<file path="src/hdl/fdtsbp_pkg.sv">
package fdtsbp_pkg;

  localparam int unsigned MAX_DEPTH_DEFAULT = 15;
  localparam int unsigned DEPTH_W = 4;

  localparam logic [31:0] TOK_BEGIN_NODE = 32'h0000_0001;
  localparam logic [31:0] TOK_END_NODE   = 32'h0000_0002;
  localparam logic [31:0] TOK_PROP       = 32'h0000_0003;
  localparam logic [31:0] TOK_NOP        = 32'h0000_0004;
  localparam logic [31:0] TOK_END        = 32'h0000_0009;

  typedef enum logic [3:0] {
    K_BEGIN   = 4'd0,
    K_NAME    = 4'd1,
    K_ENDNODE = 4'd2,
    K_PROP    = 4'd3,
    K_LENGTH  = 4'd4,
    K_NAMEOFF = 4'd5,
    K_DATA    = 4'd6,
    K_NOP     = 4'd7,
    K_END     = 4'd8,
    K_IGNORED = 4'd9,
    K_UNKNOWN = 4'd10
  } kind_t;

endpackage

</file>
<file path="src/hdl/fdt_structure_block_parser_core.sv">
// A word's result is registered and appears on the master side in the cycle after the word is taken.
// Throughput: one word per cycle; the phase, depth and byte count update in a single
// register stage, and the output register accepts a new word whenever it is empty or
// its item is being taken in the same cycle.
// Reset (rst, synchronous): phase returns to token, depth and bytes left clear,
// and the output register is emptied.
module fdt_structure_block_parser_core #(
  parameter int unsigned MAX_DEPTH = fdtsbp_pkg::MAX_DEPTH_DEFAULT
) (
  input  logic        clk,
  input  logic        rst,
  input  logic        s_axis_tvalid,
  output logic        s_axis_tready,
  input  logic [31:0] s_axis_tdata,  // word[31:0]
  input  logic        s_axis_tuser,  // start_req
  output logic        m_axis_tvalid,
  input  logic        m_axis_tready,
  // depth[3:0], prop_length[35:4], name_offset[67:36], bytes_valid[70:68],
  // depth_error[71]
  output logic [71:0] m_axis_tdata,
  output logic [3:0]  m_axis_tuser,  // kind[3:0]
  output logic        m_axis_tlast   // last
);
  import fdtsbp_pkg::*;

  localparam int unsigned LimitInt = (MAX_DEPTH > 15) ? 15 : MAX_DEPTH;
  localparam logic [DEPTH_W-1:0] DepthLimit = DEPTH_W'(LimitInt);

  typedef enum logic [2:0] {
    PH_TOKEN = 3'd0,
    PH_NAME  = 3'd1,
    PH_LEN   = 3'd2,
    PH_OFF   = 3'd3,
    PH_DATA  = 3'd4,
    PH_DONE  = 3'd5
  } phase_t;

  phase_t             phase, phase_next, phase_cur;
  logic [DEPTH_W-1:0] nest_depth, nest_depth_next, depth_cur;
  logic [31:0]        bytes_left, bytes_left_next, left_cur;

  kind_t              kind_next;
  logic [31:0]        plen_next, noff_next;
  logic [2:0]         bv_next;
  logic               last_next, derr_next;

  logic               out_valid;
  kind_t              out_kind;
  logic [DEPTH_W-1:0] out_depth;
  logic [31:0]        out_plen, out_noff;
  logic [2:0]         out_bv;
  logic               out_last, out_derr;

  logic               accept;
  logic [31:0]        w;

  assign s_axis_tready = !out_valid || m_axis_tready;
  assign accept        = s_axis_tvalid && s_axis_tready;
  assign w             = s_axis_tdata;

  always_comb begin
    // A start request restarts the walk before this word is looked at.
    phase_cur = s_axis_tuser ? PH_TOKEN : phase;
    depth_cur = s_axis_tuser ? '0 : nest_depth;
    left_cur  = s_axis_tuser ? '0 : bytes_left;

    phase_next      = phase_cur;
    nest_depth_next = depth_cur;
    bytes_left_next = left_cur;
    kind_next       = K_IGNORED;
    plen_next       = '0;
    noff_next       = '0;
    bv_next         = '0;
    last_next       = 1'b0;
    derr_next       = 1'b0;

    unique case (phase_cur)
      PH_NAME: begin
        kind_next = K_NAME;
        if (w[31:24] == 8'h00) begin
          bv_next = 3'd0;
        end else if (w[23:16] == 8'h00) begin
          bv_next = 3'd1;
        end else if (w[15:8] == 8'h00) begin
          bv_next = 3'd2;
        end else if (w[7:0] == 8'h00) begin
          bv_next = 3'd3;
        end else begin
          bv_next = 3'd4;
        end
        if (bv_next != 3'd4) begin
          last_next  = 1'b1;
          phase_next = PH_TOKEN;
        end
      end
      PH_LEN: begin
        kind_next       = K_LENGTH;
        plen_next       = w;
        bytes_left_next = w;
        phase_next      = PH_OFF;
      end
      PH_OFF: begin
        kind_next = K_NAMEOFF;
        noff_next = w;
        if (left_cur == '0) begin
          last_next  = 1'b1;
          phase_next = PH_TOKEN;
        end else begin
          phase_next = PH_DATA;
        end
      end
      PH_DATA: begin
        kind_next       = K_DATA;
        bv_next         = (left_cur > 32'd4) ? 3'd4 : left_cur[2:0];
        bytes_left_next = left_cur - {29'd0, bv_next};
        if (bytes_left_next == '0) begin
          last_next  = 1'b1;
          phase_next = PH_TOKEN;
        end
      end
      PH_DONE: begin
        kind_next = K_IGNORED;
      end
      default: begin
        // Token phase; any undefined phase code is read as a token too.
        phase_next = PH_TOKEN;
        if (w == TOK_BEGIN_NODE) begin
          kind_next  = K_BEGIN;
          phase_next = PH_NAME;
          if (depth_cur >= DepthLimit) begin
            nest_depth_next = DepthLimit;
            derr_next       = 1'b1;
          end else begin
            nest_depth_next = depth_cur + 1'b1;
          end
        end else if (w == TOK_END_NODE) begin
          kind_next = K_ENDNODE;
          if (depth_cur == '0) begin
            derr_next = 1'b1;
          end else begin
            nest_depth_next = depth_cur - 1'b1;
          end
        end else if (w == TOK_PROP) begin
          kind_next  = K_PROP;
          phase_next = PH_LEN;
        end else if (w == TOK_NOP) begin
          kind_next = K_NOP;
        end else if (w == TOK_END) begin
          kind_next  = K_END;
          phase_next = PH_DONE;
        end else begin
          kind_next = K_UNKNOWN;
        end
      end
    endcase
  end

  always_ff @(posedge clk) begin
    if (rst) begin
      phase      <= PH_TOKEN;
      nest_depth <= '0;
      bytes_left <= '0;
      out_valid  <= 1'b0;
    end else begin
      if (accept) begin
        phase      <= phase_next;
        nest_depth <= nest_depth_next;
        bytes_left <= bytes_left_next;
        out_valid  <= 1'b1;
      end else if (m_axis_tready) begin
        out_valid <= 1'b0;
      end
    end
  end

  always_ff @(posedge clk) begin
    if (accept) begin
      out_kind  <= kind_next;
      out_depth <= nest_depth_next;
      out_plen  <= plen_next;
      out_noff  <= noff_next;
      out_bv    <= bv_next;
      out_last  <= last_next;
      out_derr  <= derr_next;
    end
  end

  assign m_axis_tvalid = out_valid;
  assign m_axis_tuser  = out_kind;
  assign m_axis_tlast  = out_last;
  assign m_axis_tdata  = {out_derr, out_bv, out_noff, out_plen, out_depth};

  a_depth_in_range: assert property (@(posedge clk) disable iff (rst)
    nest_depth <= DepthLimit)
    else $error("nesting depth beyond its limit");

  a_error_only_on_node_tokens: assert property (@(posedge clk) disable iff (rst)
    (out_valid && out_derr) |-> (out_kind == K_BEGIN || out_kind == K_ENDNODE))
    else $error("depth error on a word that is not a node token");

  a_last_kinds: assert property (@(posedge clk) disable iff (rst)
    (out_valid && out_last) |->
      (out_kind == K_NAME || out_kind == K_NAMEOFF || out_kind == K_DATA))
    else $error("last mark on a word that ends neither name nor data");

  a_bytes_valid_kinds: assert property (@(posedge clk) disable iff (rst)
    (out_valid && out_bv != 3'd0) |-> (out_kind == K_NAME || out_kind == K_DATA))
    else $error("bytes valid set on a word without name or data bytes");

  a_done_ignores: assert property (@(posedge clk) disable iff (rst)
    (accept && phase == PH_DONE && !s_axis_tuser) |=> (out_kind == K_IGNORED))
    else $error("word after the end token was not ignored");

endmodule
</file>
<file path="config.mk">
export PLATFORM = sky130hd
export DESIGN_NAME = fdt_structure_block_parser_core
export DESIGN_NICKNAME = d
export VERILOG_FILES = /design/src/hdl/fdtsbp_pkg.sv /design/src/hdl/fdt_structure_block_parser_core.sv
export SDC_FILE = /design/constraint.sdc
export NUM_CORES = 1
export LEC_CHECK = 0
export BUFFER_PORTS_ARGS = -buffer_cell sky130_fd_sc_hd__buf_2
export CAP_MARGIN = 25
export CORE_MARGIN = 2
export CORE_UTILIZATION = 42
export CTS_BUF_LIST = sky130_fd_sc_hd__clkbuf_4 sky130_fd_sc_hd__clkbuf_8
export DETAILED_ROUTE_END_ITERATION = 8
export PLACE_DENSITY_LB_ADDON = 0.2
export SLEW_MARGIN = 0
export SYNTH_ARGS = -nofsm -noshare
export SYNTH_HDL_FRONTEND = slang
export SYNTH_SLANG_ARGS = --single-unit
</file>
<file path="constraint.sdc">
create_clock -name clk -period 7.04 [get_ports clk]
set_input_delay 2.112 -clock clk [delete_from_list [all_inputs] [get_ports clk]]
set_output_delay 2.112 -clock clk [all_outputs]
set_load 0.01 [all_outputs]
</file>
======== Yosys cells after proc, flatten, opt, wreduce, memory -nomap -nowiden ========
Index checks and enable logic that the tools add are counted.
word-level totals
  memories kept ........................... 0
  bits in writable memories ............... 0
  input bits .............................. 37
  register bits after elaboration ......... 117
  bits in latches ......................... 0
  memory bits (read-only) ................. 0
  word-level logic and storage cells ...... 80
  output and inout port bits .............. 79
operators by class
  shift operators ......................... 0
  mux-type cells .......................... 41
  $add $sub $neg .......................... 3
  $lt $le $gt $ge ......................... 2
  equality and inequality tests ........... 11
  divide/modulo/power cells ............... 0
  multipliers ............................. 0
  reductions and logical operators ........ 12
  bitwise operators ....................... 0
operators by type and width
  operator                                                         count
  equality test 32 x 2 -> 1 bit (second input constant)            2
  logical NOT 32 bit                                               2
  one-hot mux 32 bit (2 select lines)                              1
  2-to-1 mux 3 bit                                                 15
  2-to-1 mux 4 bit                                                 10
  equality test 32 x 1 -> 1 bit (second input constant)            1
  equality test 32 x 3 -> 1 bit (second input constant)            1
  equality test 32 x 4 -> 1 bit (second input constant)            1
  greater-than comparator 32 x 3 -> 1 bit (second input constant)  1
  logical NOT 8 bit                                                4
  2-to-1 mux 32 bit                                                1
  subtractor 32 x 3 -> 32 bit                                      1
  one-hot mux 4 bit (5 select lines)                               1
  one-hot mux 3 bit (5 select lines)                               1
  2-to-1 mux 1 bit                                                 9
  equality test 3 x 2 -> 1 bit (second input constant)             2
  equality test 3 bit (second input constant)                      2
  one-hot mux 3 bit (2 select lines)                               1
  OR reduction 5 bit                                               1
  adder 4 x 1 -> 4 bit (second input constant)                     1
  greater-or-equal comparator 4 bit (second input constant)        1
  logical NOT 4 bit                                                1
  subtractor 4 x 1 -> 4 bit (second input constant)                1
  equality test 3 x 1 -> 1 bit (second input constant)             1
  other kinds (7)                                                  7

======== Longest topological paths before layout ========
Gate-level depths: netlist of the first run.
  depth in word-level cells ............... 9
  mapped depth ............................ 17

======== Least setup slack after synthesis of the first run ========
Ideal clock, no wire load.
  path kind ............................... input -> register
  start ................................... input port m_axis_tready
  end ..................................... register bytes_left[28]
  cell stages on the path ................. 7
  library setup time ...................... 74 ps
  arrival time ............................ 5612 ps
  data required time ...................... 6966 ps
  buffers on the path ..................... 2
  path slack .............................. 1354 ps
  path through ............................ nand2b_1 nand2_1 inv_1 clkbuf_1 clkbuf_1 o21ai_0 a21oi_1
on the way
  longest elaborated chain between the ends .. 2
RTL lines
  what                    line                                    RTL
  start: declaration      fdt_structure_block_parser_core.sv:17   input logic m_axis_tready,
  logical OR 1 bit        fdt_structure_block_parser_core.sv:57   assign s_axis_tready = !out_valid || m_axis_tready;
  logical AND 1 bit       fdt_structure_block_parser_core.sv:58   assign accept = s_axis_tvalid && s_axis_tready;
  named net accept        fdt_structure_block_parser_core.sv:54   logic accept;
  end signal: assignment  fdt_structure_block_parser_core.sv:168  bytes_left <= bytes_left_next;
  end: declaration        fdt_structure_block_parser_core.sv:40   logic [31:0] bytes_left, bytes_left_next, left_cur;
The timed path passes the listed nets, and every way through them passes these cells.
A chain may end at the register's enable or synchronous reset.

======== Worst setup path in the final report of the first run ========
  start ................................... input port s_axis_tuser
  end ..................................... register out_last (netlist: m_axis_tlast), data pin
on the way
  longest elaborated chain between the ends .. 7
  elaborated cells on any way between the ends .. 13
  classes of those cells .................. add/sub (1); order compare (1); eq/ne (3); mux (6); reduce/logical (2)
RTL lines
  what                                     line                                    RTL
  start: declaration                       fdt_structure_block_parser_core.sv:15   input logic s_axis_tuser,
  2-to-1 mux 32 bit                        fdt_structure_block_parser_core.sv:65   left_cur = s_axis_tuser ? '0 : bytes_left;
  greater-than comparator 32 x 3 -> 1 bit  fdt_structure_block_parser_core.sv:114  bv_next = (left_cur > 32'd4) ? 3'd4 : left_cur[2:0];
  2-to-1 mux 3 bit                         fdt_structure_block_parser_core.sv:114
  subtractor 32 x 3 -> 32 bit              fdt_structure_block_parser_core.sv:115  bytes_left_next = left_cur - {29'd0, bv_next};
  logical NOT 32 bit                       fdt_structure_block_parser_core.sv:116  if (bytes_left_next == '0) begin
  2-to-1 mux 1 bit                         fdt_structure_block_parser_core.sv:116
  one-hot mux 1 bit (3 select lines) (*)   fdt_structure_block_parser_core.sv:77   unique case (phase_cur)
  named net last_next                      fdt_structure_block_parser_core.sv:45   logic last_next, derr_next;
  end signal: assignment                   fdt_structure_block_parser_core.sv:183  out_last <= last_next;
  end: declaration                         fdt_structure_block_parser_core.sv:52   logic out_last, out_derr;
Mark *: on every way through the listed nets, which the timed path passes. The rest lies on a longest branch.

==> metrics.md, run 1 <==
| Metric | Value |
|---|---|
| IO buf count | `115` |
| Crit. End Element | `flop` |
| Synth-to-layout area growth | `17.1%` |
| Setup TNS | `0 ns` |
| Fillers | `1444` |
| Worst Reg-to-Reg Cells | `13` |
| Synth cell types | `74` |
| Skew final | `0.0115 ns` |
| Final Cell Area | `7600 sq um` |
| Layout Cells excl Fill | `987` |
| Share of flip-flops with an asynchronous set or reset | `0%` |
| CTS sink cnt | `117` |
| GR Util met2 | `35.5%` |
| Pre-CTS WS | `1.05 ns` |
| Outcome | `finished, final reports clean` |
| IO Count | `116` |
| Cell area after placement | `7170 sq um` |
| RR Endpoint | `m_axis_tlast$_DFFE_PP_` |
| Seq/Total Area, Yosys | `47.9%` |
| Mapped Cells | `695` |
| Drt initial violations | `630` |
| Post-synth EDFFs | `77` |
| Cell with the most instances after synthesis | `nor2_1` |
| DRT Pass-1 Iters | `4` |
| Antenna Diode Count | `0` |
| Post-synth top cells | `nor2_1 (82), edfxtp_1 (77), nand2_1 (53), clkbuf_1 (48), dfxtp_1 (40)` |
| Core area | `15100 sq um` |
| TritonCTS clock tree | `built` |
| GPL Wtd Cong | `0.909` |
| Largest net degree at the start of global routing | `81` |
| Fraction of layout instances using a drive strength above 1 | `22.7%` |
| PD cells | `238 nW/um^2` |
| Syn_nets | `735` |
| Part of the cycle the worst path needs | `79.2%` |
| Wire length per cell | `20.4 um` |
| Worst hold stages | `2` |
| Crit path max fanout | `43` |
| Worst-path clk slew | `0.07 ns` |
| FP Rows | `45` |
| CP dominant cell by count | `nand2_1` |
| IR drop worst, VDD | `0.117 mV` |
| Met3 Use GR | `4.99%` |
| Synth area leader | `edfxtp_1` |
| Setup Buffers After CTS | `0` |
| Synth Register Bits | `117` |
| HPWL after detailed placement | `14.5 mm` |
| Flop2flop setup slack | `2.04 ns` |
| Congestion Overflow GR | `0` |
| Worst flop-to-flop path startpoint | `bytes_left[18]$_SDFFE_PP0P_` |
| Post-placement cell count | `955` |
| Final setup viols | `0` |
| RSZ-0062 raised after global routing | `no` |
| CTS Hold Buffers Added | `0` |
| Detailed-route via count | `5979` |
| Vias in the first global route | `5461` |
| Largest cells by area after synthesis | `edfxtp_1 (36%), dfxtp_1 (12%), nor2_1 (4.7%)` |
| PostCTS Resize Cnt | `0` |
| Global route hottest layer | `met1` |
| Fin nets | `826` |
| LEAKAGE | `3.12 nW` |
| CP Data Required Time | `7.35 ns` |
| Critical path's slowest cell | `o31ai_1` |
| Fmax achieved | `179 MHz` |
| Worst-Margin Slew | `1.03 ns` |
| Initial Util | `42.9%` |
| Die Y | `128 um` |
| Final wirelength | `20.2 mm` |
| Post-route DRC | `0` |
| Hold EP | `m_axis_tvalid$_SDFFE_PP0P_` |
| Num CTS Buffers | `17` |
| Top-area cell type share of the netlist area | `35.6%` |
| Die width | `128 um` |
| Die area | `16500 sq um` |
| CTS H-tree depth | `4` |
| Worst-case clock buffer depth | `2` |
| Post-layout min period | `5.57 ns` |
| Worst-Skew Late Latency | `0.44 ns` |
| Initial antenna violation count | `1` |
| Syn Std Cell Area | `6490 sq um` |
| Beginning of the worst hold path | `m_axis_tvalid$_SDFFE_PP0P_` |
| Root Driver | `clkbuf_8` |
| Relative slew slack | `30.5%` |
| Final hold viol count | `0` |
| HP Class | `flop to flop` |
| Critical-path cell list | `buf_2 -> a41oi_1 -> nand2_1 -> ha_1 -> o21ai_0 -> nor4_4 -> o31ai_1 -> nand2_1 -> o221ai_1 -> nand4_1 -> nor4b_2 -> a32o_2` |
| Ys flop type | `edfxtp_1` |
| Crit Path Class | `input port to flop` |
| Antenna viol nets, final | `0` |
| Overall Global Routing Usage | `24.7%` |
| Final WS setup | `1.47 ns` |
| Synthesis Warnings | `0` |
| First-pass GRT wire length | `31.0 mm` |
| M1 GR Usage | `37.4%` |
| Arrival @ worst endpoint | `5.88 ns` |
| Worst path max stage delay | `0.88 ns` |
| Number of max-cap violations | `0` |
| Post-DR vias/cell | `6.06` |
| Avg Inst Size Synth | `9.34 sq um` |
| Final Max Slew Viols | `0` |
| Critical path launch point type | `input port` |
## placed cells by master, fill, tap and decap left out, types with 3 or more instances in the layout
| cell type | count |
|---|---|
| buf_2 | 115 |
| nor2_1 | 81 |
| edfxtp_1 | 77 |
| nand2_1 | 53 |
| dfxtp_1 | 40 |
| a21oi_1 | 36 |
| and2_1 | 32 |
| and3_1 | 32 |
| o21ai_0 | 29 |
| nor3_1 | 22 |
| a22oi_1 | 22 |
| nor4_1 | 19 |
| clkbuf_8 | 17 |
| o21bai_1 | 16 |
| inv_1 | 13 |
| or4_1 | 10 |
| a21o_1 | 9 |
| a211oi_1 | 9 |
| buf_4 | 9 |
| nor2b_1 | 8 |
| nand3_1 | 8 |
| xor2_1 | 8 |
| a31oi_1 | 7 |
| nand2b_1 | 6 |
| or2_2 | 6 |
| xnor2_1 | 6 |
| o31ai_1 | 5 |
| nand4_1 | 5 |
| o21a_1 | 5 |
| a41oi_1 | 4 |
| inv_6 | 4 |
| bufinv_16 | 4 |
| o31a_1 | 3 |
| o22ai_1 | 3 |
| o41ai_1 | 3 |
| o211ai_1 | 3 |
| o2111ai_1 | 3 |
| a21boi_0 | 3 |
| ha_1 | 3 |
## through the flow
stage	util [%]	hold slack, ns	power [mW]
2_1_floorplan	-	0.475	1.03
3_3_place_gp	47.3	0.501	1.14
3_5_place_dp	47.3	0.523	1.14
4_1_cts	50.2	0.534	1.82
5_1_grt	50.2	0.549	1.89
6_report	50.2	0.529	1.81
## state kept, by name, indices dropped and copies added (netlist names)
signal and cells:
out_bv 3, out_depth 4, phase 3, out_noff 32, bytes_left 32, m_axis_tuser 4
m_axis_tvalid 1, out_plen 32, m_axis_tlast 1, nest_depth 4, out_derr 1
## kinds of logic after synthesis
group	Yosys count	synth area share, %
AOI/OAI and AO/OA	187	20.0
xor gates and xnor gates	14	1.89
adders and majority gates	3	0.578
buffers and inverters	66	4.10
DFF	117	47.9
muxes	4	0.655
other	1	0.0578
and+or+nand+nor	303	24.7
## critical path: cells and delay by family
family | cells | cell delay [ns]
AO/OA/AOI/OAI | 5 | 2.17
adder cells (fa/ha/maj) | 1 | 0.33
AND/OR/NAND/NOR | 5 | 0.88
buffers and inverters | 1 | 0.35
## per-layer routing
layer / routed length [um] / up-vias
met2: 8800 / 236
li1: - / 2787
met4: 320 / 0
met5: 0 / -
met1: 9690 / 2937
met3: 1350 / 19
## where the power goes
| part | switching [mW] | total, mW | internal (mW) |
|---|---|---|---|
| sequential | 0.0213 | 0.783 | 0.762 |
| combinational | 0.225 | 0.344 | 0.119 |
| clock | 0.297 | 0.685 | 0.388 |
## area by class of cell
class	instances	area (sq um)	area share (%)
multi-input cells	512	3120	41.0
flip-flops and latches	117	3110	40.9
repair buffers	124	643	8.46
well taps	188	235	3.09
clock buffers	17	234	3.08
clock inverters	15	201	2.65
inverters	14	55.1	0.724
## worst max path at each step
stage / end / start
floorplan: bytes_left[28]$_SDFFE_PP0P_ / m_axis_tready
global placement: m_axis_tlast$_DFFE_PP_ / s_axis_tuser
detailed placement: m_axis_tlast$_DFFE_PP_ / s_axis_tuser
CTS: m_axis_tlast$_DFFE_PP_ / s_axis_tuser
global route: m_axis_tlast$_DFFE_PP_ / s_axis_tuser
finish: m_axis_tlast$_DFFE_PP_ / s_axis_tuser
(Power assumes the default switching activity.)
==> run 2: changes to the inputs <==
ABC_AREA = 1   (was unset)
clock period = 5.55 ns   (was 7.04 ns; I/O delays follow)
==> run 2 against run 1 <==
  * Critical path type unchanged
  * Routed wire length increased by 0.60%
  * Largest cell class is now registers
  * Die area up 1.8%
  * Via count increased by 8.8%
==> metrics.md, run 2 <==
| Metric | Value |
|---|---|
| Outcome | `finished, final reports clean` |
| Congestion Overflow GR | `0` |
| RSZ-0062 raised after global routing | `no` |
| Antenna viol nets, final | `0` |
| Crit. End Element | `flop` |
| Worst flop-to-flop path startpoint | `bytes_left[7]$_SDFFE_PP0P_` |
| Arrival @ worst endpoint | `4.85 ns` |
| GPL Wtd Cong | `0.985` |
| Final hold viol count | `0` |
| CP Data Required Time | `5.90 ns` |
| FP Rows | `45` |
| Cell area after placement | `7370 sq um` |
| Synth Register Bits | `117` |
| Syn Std Cell Area | `6620 sq um` |
| Final Max Slew Viols | `0` |
| Worst-case clock buffer depth | `2` |
| CTS Hold Buffers Added | `0` |
| Most frequent cells in the layout | `nand2_1 (170), nor2_1 (147), inv_1 (115), buf_2 (115), edfxtp_1 (77)` |
| IO Count | `116` |
| Initial Util | `43.2%` |
| Initial antenna violation count | `0` |
| Die area | `16800 sq um` |
| Synth-to-layout area growth | `17.1%` |
| Layout Cells excl Fill | `1211` |
| Biggest registers after layout | `bytes_left: 32 flops, out_noff: 32 flops, out_plen: 32 flops` |
| Post-placement cell count | `1179` |
| Final setup viols | `0` |
| First-pass GRT wire length | `30.8 mm` |
| Number of max-cap violations | `0` |
| Detailed-route via count | `6503` |
| LEAKAGE | `3.71 nW` |
| Final WS setup | `1.06 ns` |
| Fraction of layout instances using a drive strength above 1 | `17.8%` |
| Fin nets | `1027` |
| Crit Path Class | `input port to flop` |
| Post-synth top cells | `nand2_1 (170), nor2_1 (148), inv_1 (116), edfxtp_1 (77), nand3_1 (58)` |
| Cell with the most instances after synthesis | `nand2_1` |
| CTS sink cnt | `117` |
| Tot Pwr | `2.25 mW` |
| Largest net degree at the start of global routing | `92` |
| Die Y | `130 um` |
| Seq/Total Area, Yosys | `47.1%` |
| IO buf count | `115` |
| Fin Hold WS | `0.489 ns` |
| Share of flip-flops with an asynchronous set or reset | `0%` |
| Worst-Margin Slew | `1.04 ns` |
| PostCTS Resize Cnt | `0` |
| HP Class | `flop to flop` |
| CP dominant cell by count | `nand2_1` |
| Post-DR vias/cell | `5.37` |
| Layout Utilization | `50.6%` |
| Crit path max fanout | `36` |
| Part of the cycle the worst path needs | `80.9%` |
| Hold EP | `phase[0]$_SDFFE_PP0P_` |
| Top-area cell type share of the netlist area | `35.0%` |
| CTS H-tree depth | `4` |
| Synthesis Warnings | `0` |
| Skew final | `0.00913 ns` |
| RR Endpoint | `phase[2]$_SDFFE_PP0P_` |
| Synth area leader | `edfxtp_1` |
| Avg Inst Size Synth | `7.54 sq um` |
| Fmax achieved | `223 MHz` |
| Worst hold stages | `2` |
| Post-synth EDFFs | `77` |
| DRT Pass-1 Iters | `7` |
| Wire length per cell | `16.7 um` |
| Syn_nets | `917` |
| Worst-Skew Late Latency | `0.45 ns` |
| Final Cell Area | `7740 sq um` |
| Num CTS Buffers | `17` |
| Relative slew slack | `30.8%` |
| Die width | `130 um` |
| Worst-path clk slew | `0.07 ns` |
| Core area | `15300 sq um` |
| Flop2flop setup slack | `2.57 ns` |
| Setup TNS | `0 ns` |
| Critical path's slowest cell | `inv_2` |
| Synth cell types | `39` |
| Beginning of the worst hold path | `phase[0]$_SDFFE_PP0P_` |
| Critical path launch point type | `input port` |
| Worst Reg-to-Reg Cells | `21` |
| Post-route DRC | `0` |
| IR drop worst, VDD | `0.149 mV` |
| Pre-CTS WS | `0.664 ns` |
| Ys flop type | `edfxtp_1` |
| Antenna Diode Count | `0` |
| Final wirelength | `20.3 mm` |
| Critical-path cell list | `buf_2 -> inv_2 -> nand2_1 -> nand2_1 -> nor2_2 -> nand2_1 -> nor2_4 -> nand3_2 -> nand2_2 -> ha_1 -> inv_1 -> nand2_4 -> nand2_8 -> nand3_1 -> nand2_1 -> nand2_1 -> nor2_1 -> nand2_1 -> nor2_1 -> nand3_1 -> nand2_1 -> nand3_1 -> nand2_1 -> inv_1` |
| PD cells | `290 nW/um^2` |
| Vias in the first global route | `5664` |
| Most common cell after layout, fill and taps aside | `nand2_1` |
| Drt initial violations | `817` |
| Setup Buffers After CTS | `0` |
| Root Driver | `clkbuf_8` |
| HPWL after detailed placement | `15.0 mm` |
| Mapped Cells | `877` |
| TritonCTS clock tree | `built` |
| Post-layout min period | `4.49 ns` |
| Worst path max stage delay | `0.44 ns` |
| Largest cells by area after synthesis | `edfxtp_1 (35%), dfxtp_1 (12%), nand2_1 (9.6%)` |
| Overall Global Routing Usage | `24.2%` |
[run 2: cell families (layout without fill, tap and decap cells)]
kind of cell	after synthesis	after routing	share of synthesized area, %
compound gates	148	148	12.9
flops	117	117	47.1
simple gates	448	448	29.7
buf+inv	159	282	9.65
xor+xnor	1	1	0.132
fa+ha+maj	3	3	0.567
other cells	1	1	0.0567
[run 2: area by class of cell]
type,count,area (sq um)
fill,1529,7570
sequential,117,3110
multi-input combinational,601,2870
timing repair buffer,125,651
inverter,125,472
tap,211,264
clock buffer,18,241
clock inverter,14,136
[run 2: critical path, delay by kind of cell]
kind                     cells  cell delay [ns]
buffers and inverters        4             0.72
AND/OR/NAND/NOR             19             2.21
adder cells (fa/ha/maj)      1             0.21
[run 2: how the worst max path moves through the flow]
stage                  startpoint                    endpoint  slack (ns)  cells after the start
CTS                  s_axis_tuser       phase[2]$_SDFFE_PP0P_        1.15                     24
detailed placement   s_axis_tuser       phase[2]$_SDFFE_PP0P_        0.66                     24
finish               s_axis_tuser       phase[2]$_SDFFE_PP0P_        1.06                     24
floorplan           m_axis_tready  bytes_left[4]$_SDFFE_PP0P_        0.62                      7
global route         s_axis_tuser       phase[2]$_SDFFE_PP0P_        0.80                     24
global placement     s_axis_tuser       phase[2]$_SDFFE_PP0P_        0.77                     24
[run 2: metal layers]
layer	routed length (um)	track usage (%)	up-vias	part of all wire, %
li1	-	-	3180	-
met1	9540	36.0	2976	47
met2	8670	35.8	319	43
met3	1750	4.58	28	8.6
met4	317	7.46	0	1.6
met5	0	0	-	0
[run 2: power breakdown]
| group | switching, mW | total [mW] | internal (mW) |
|---|---|---|---|
| combinational | 0.336 | 0.480 | 0.144 |
| sequential | 0.0232 | 1.00 | 0.982 |
| clock | 0.367 | 0.764 | 0.397 |
| total | 0.725 | 2.25 | 1.52 |
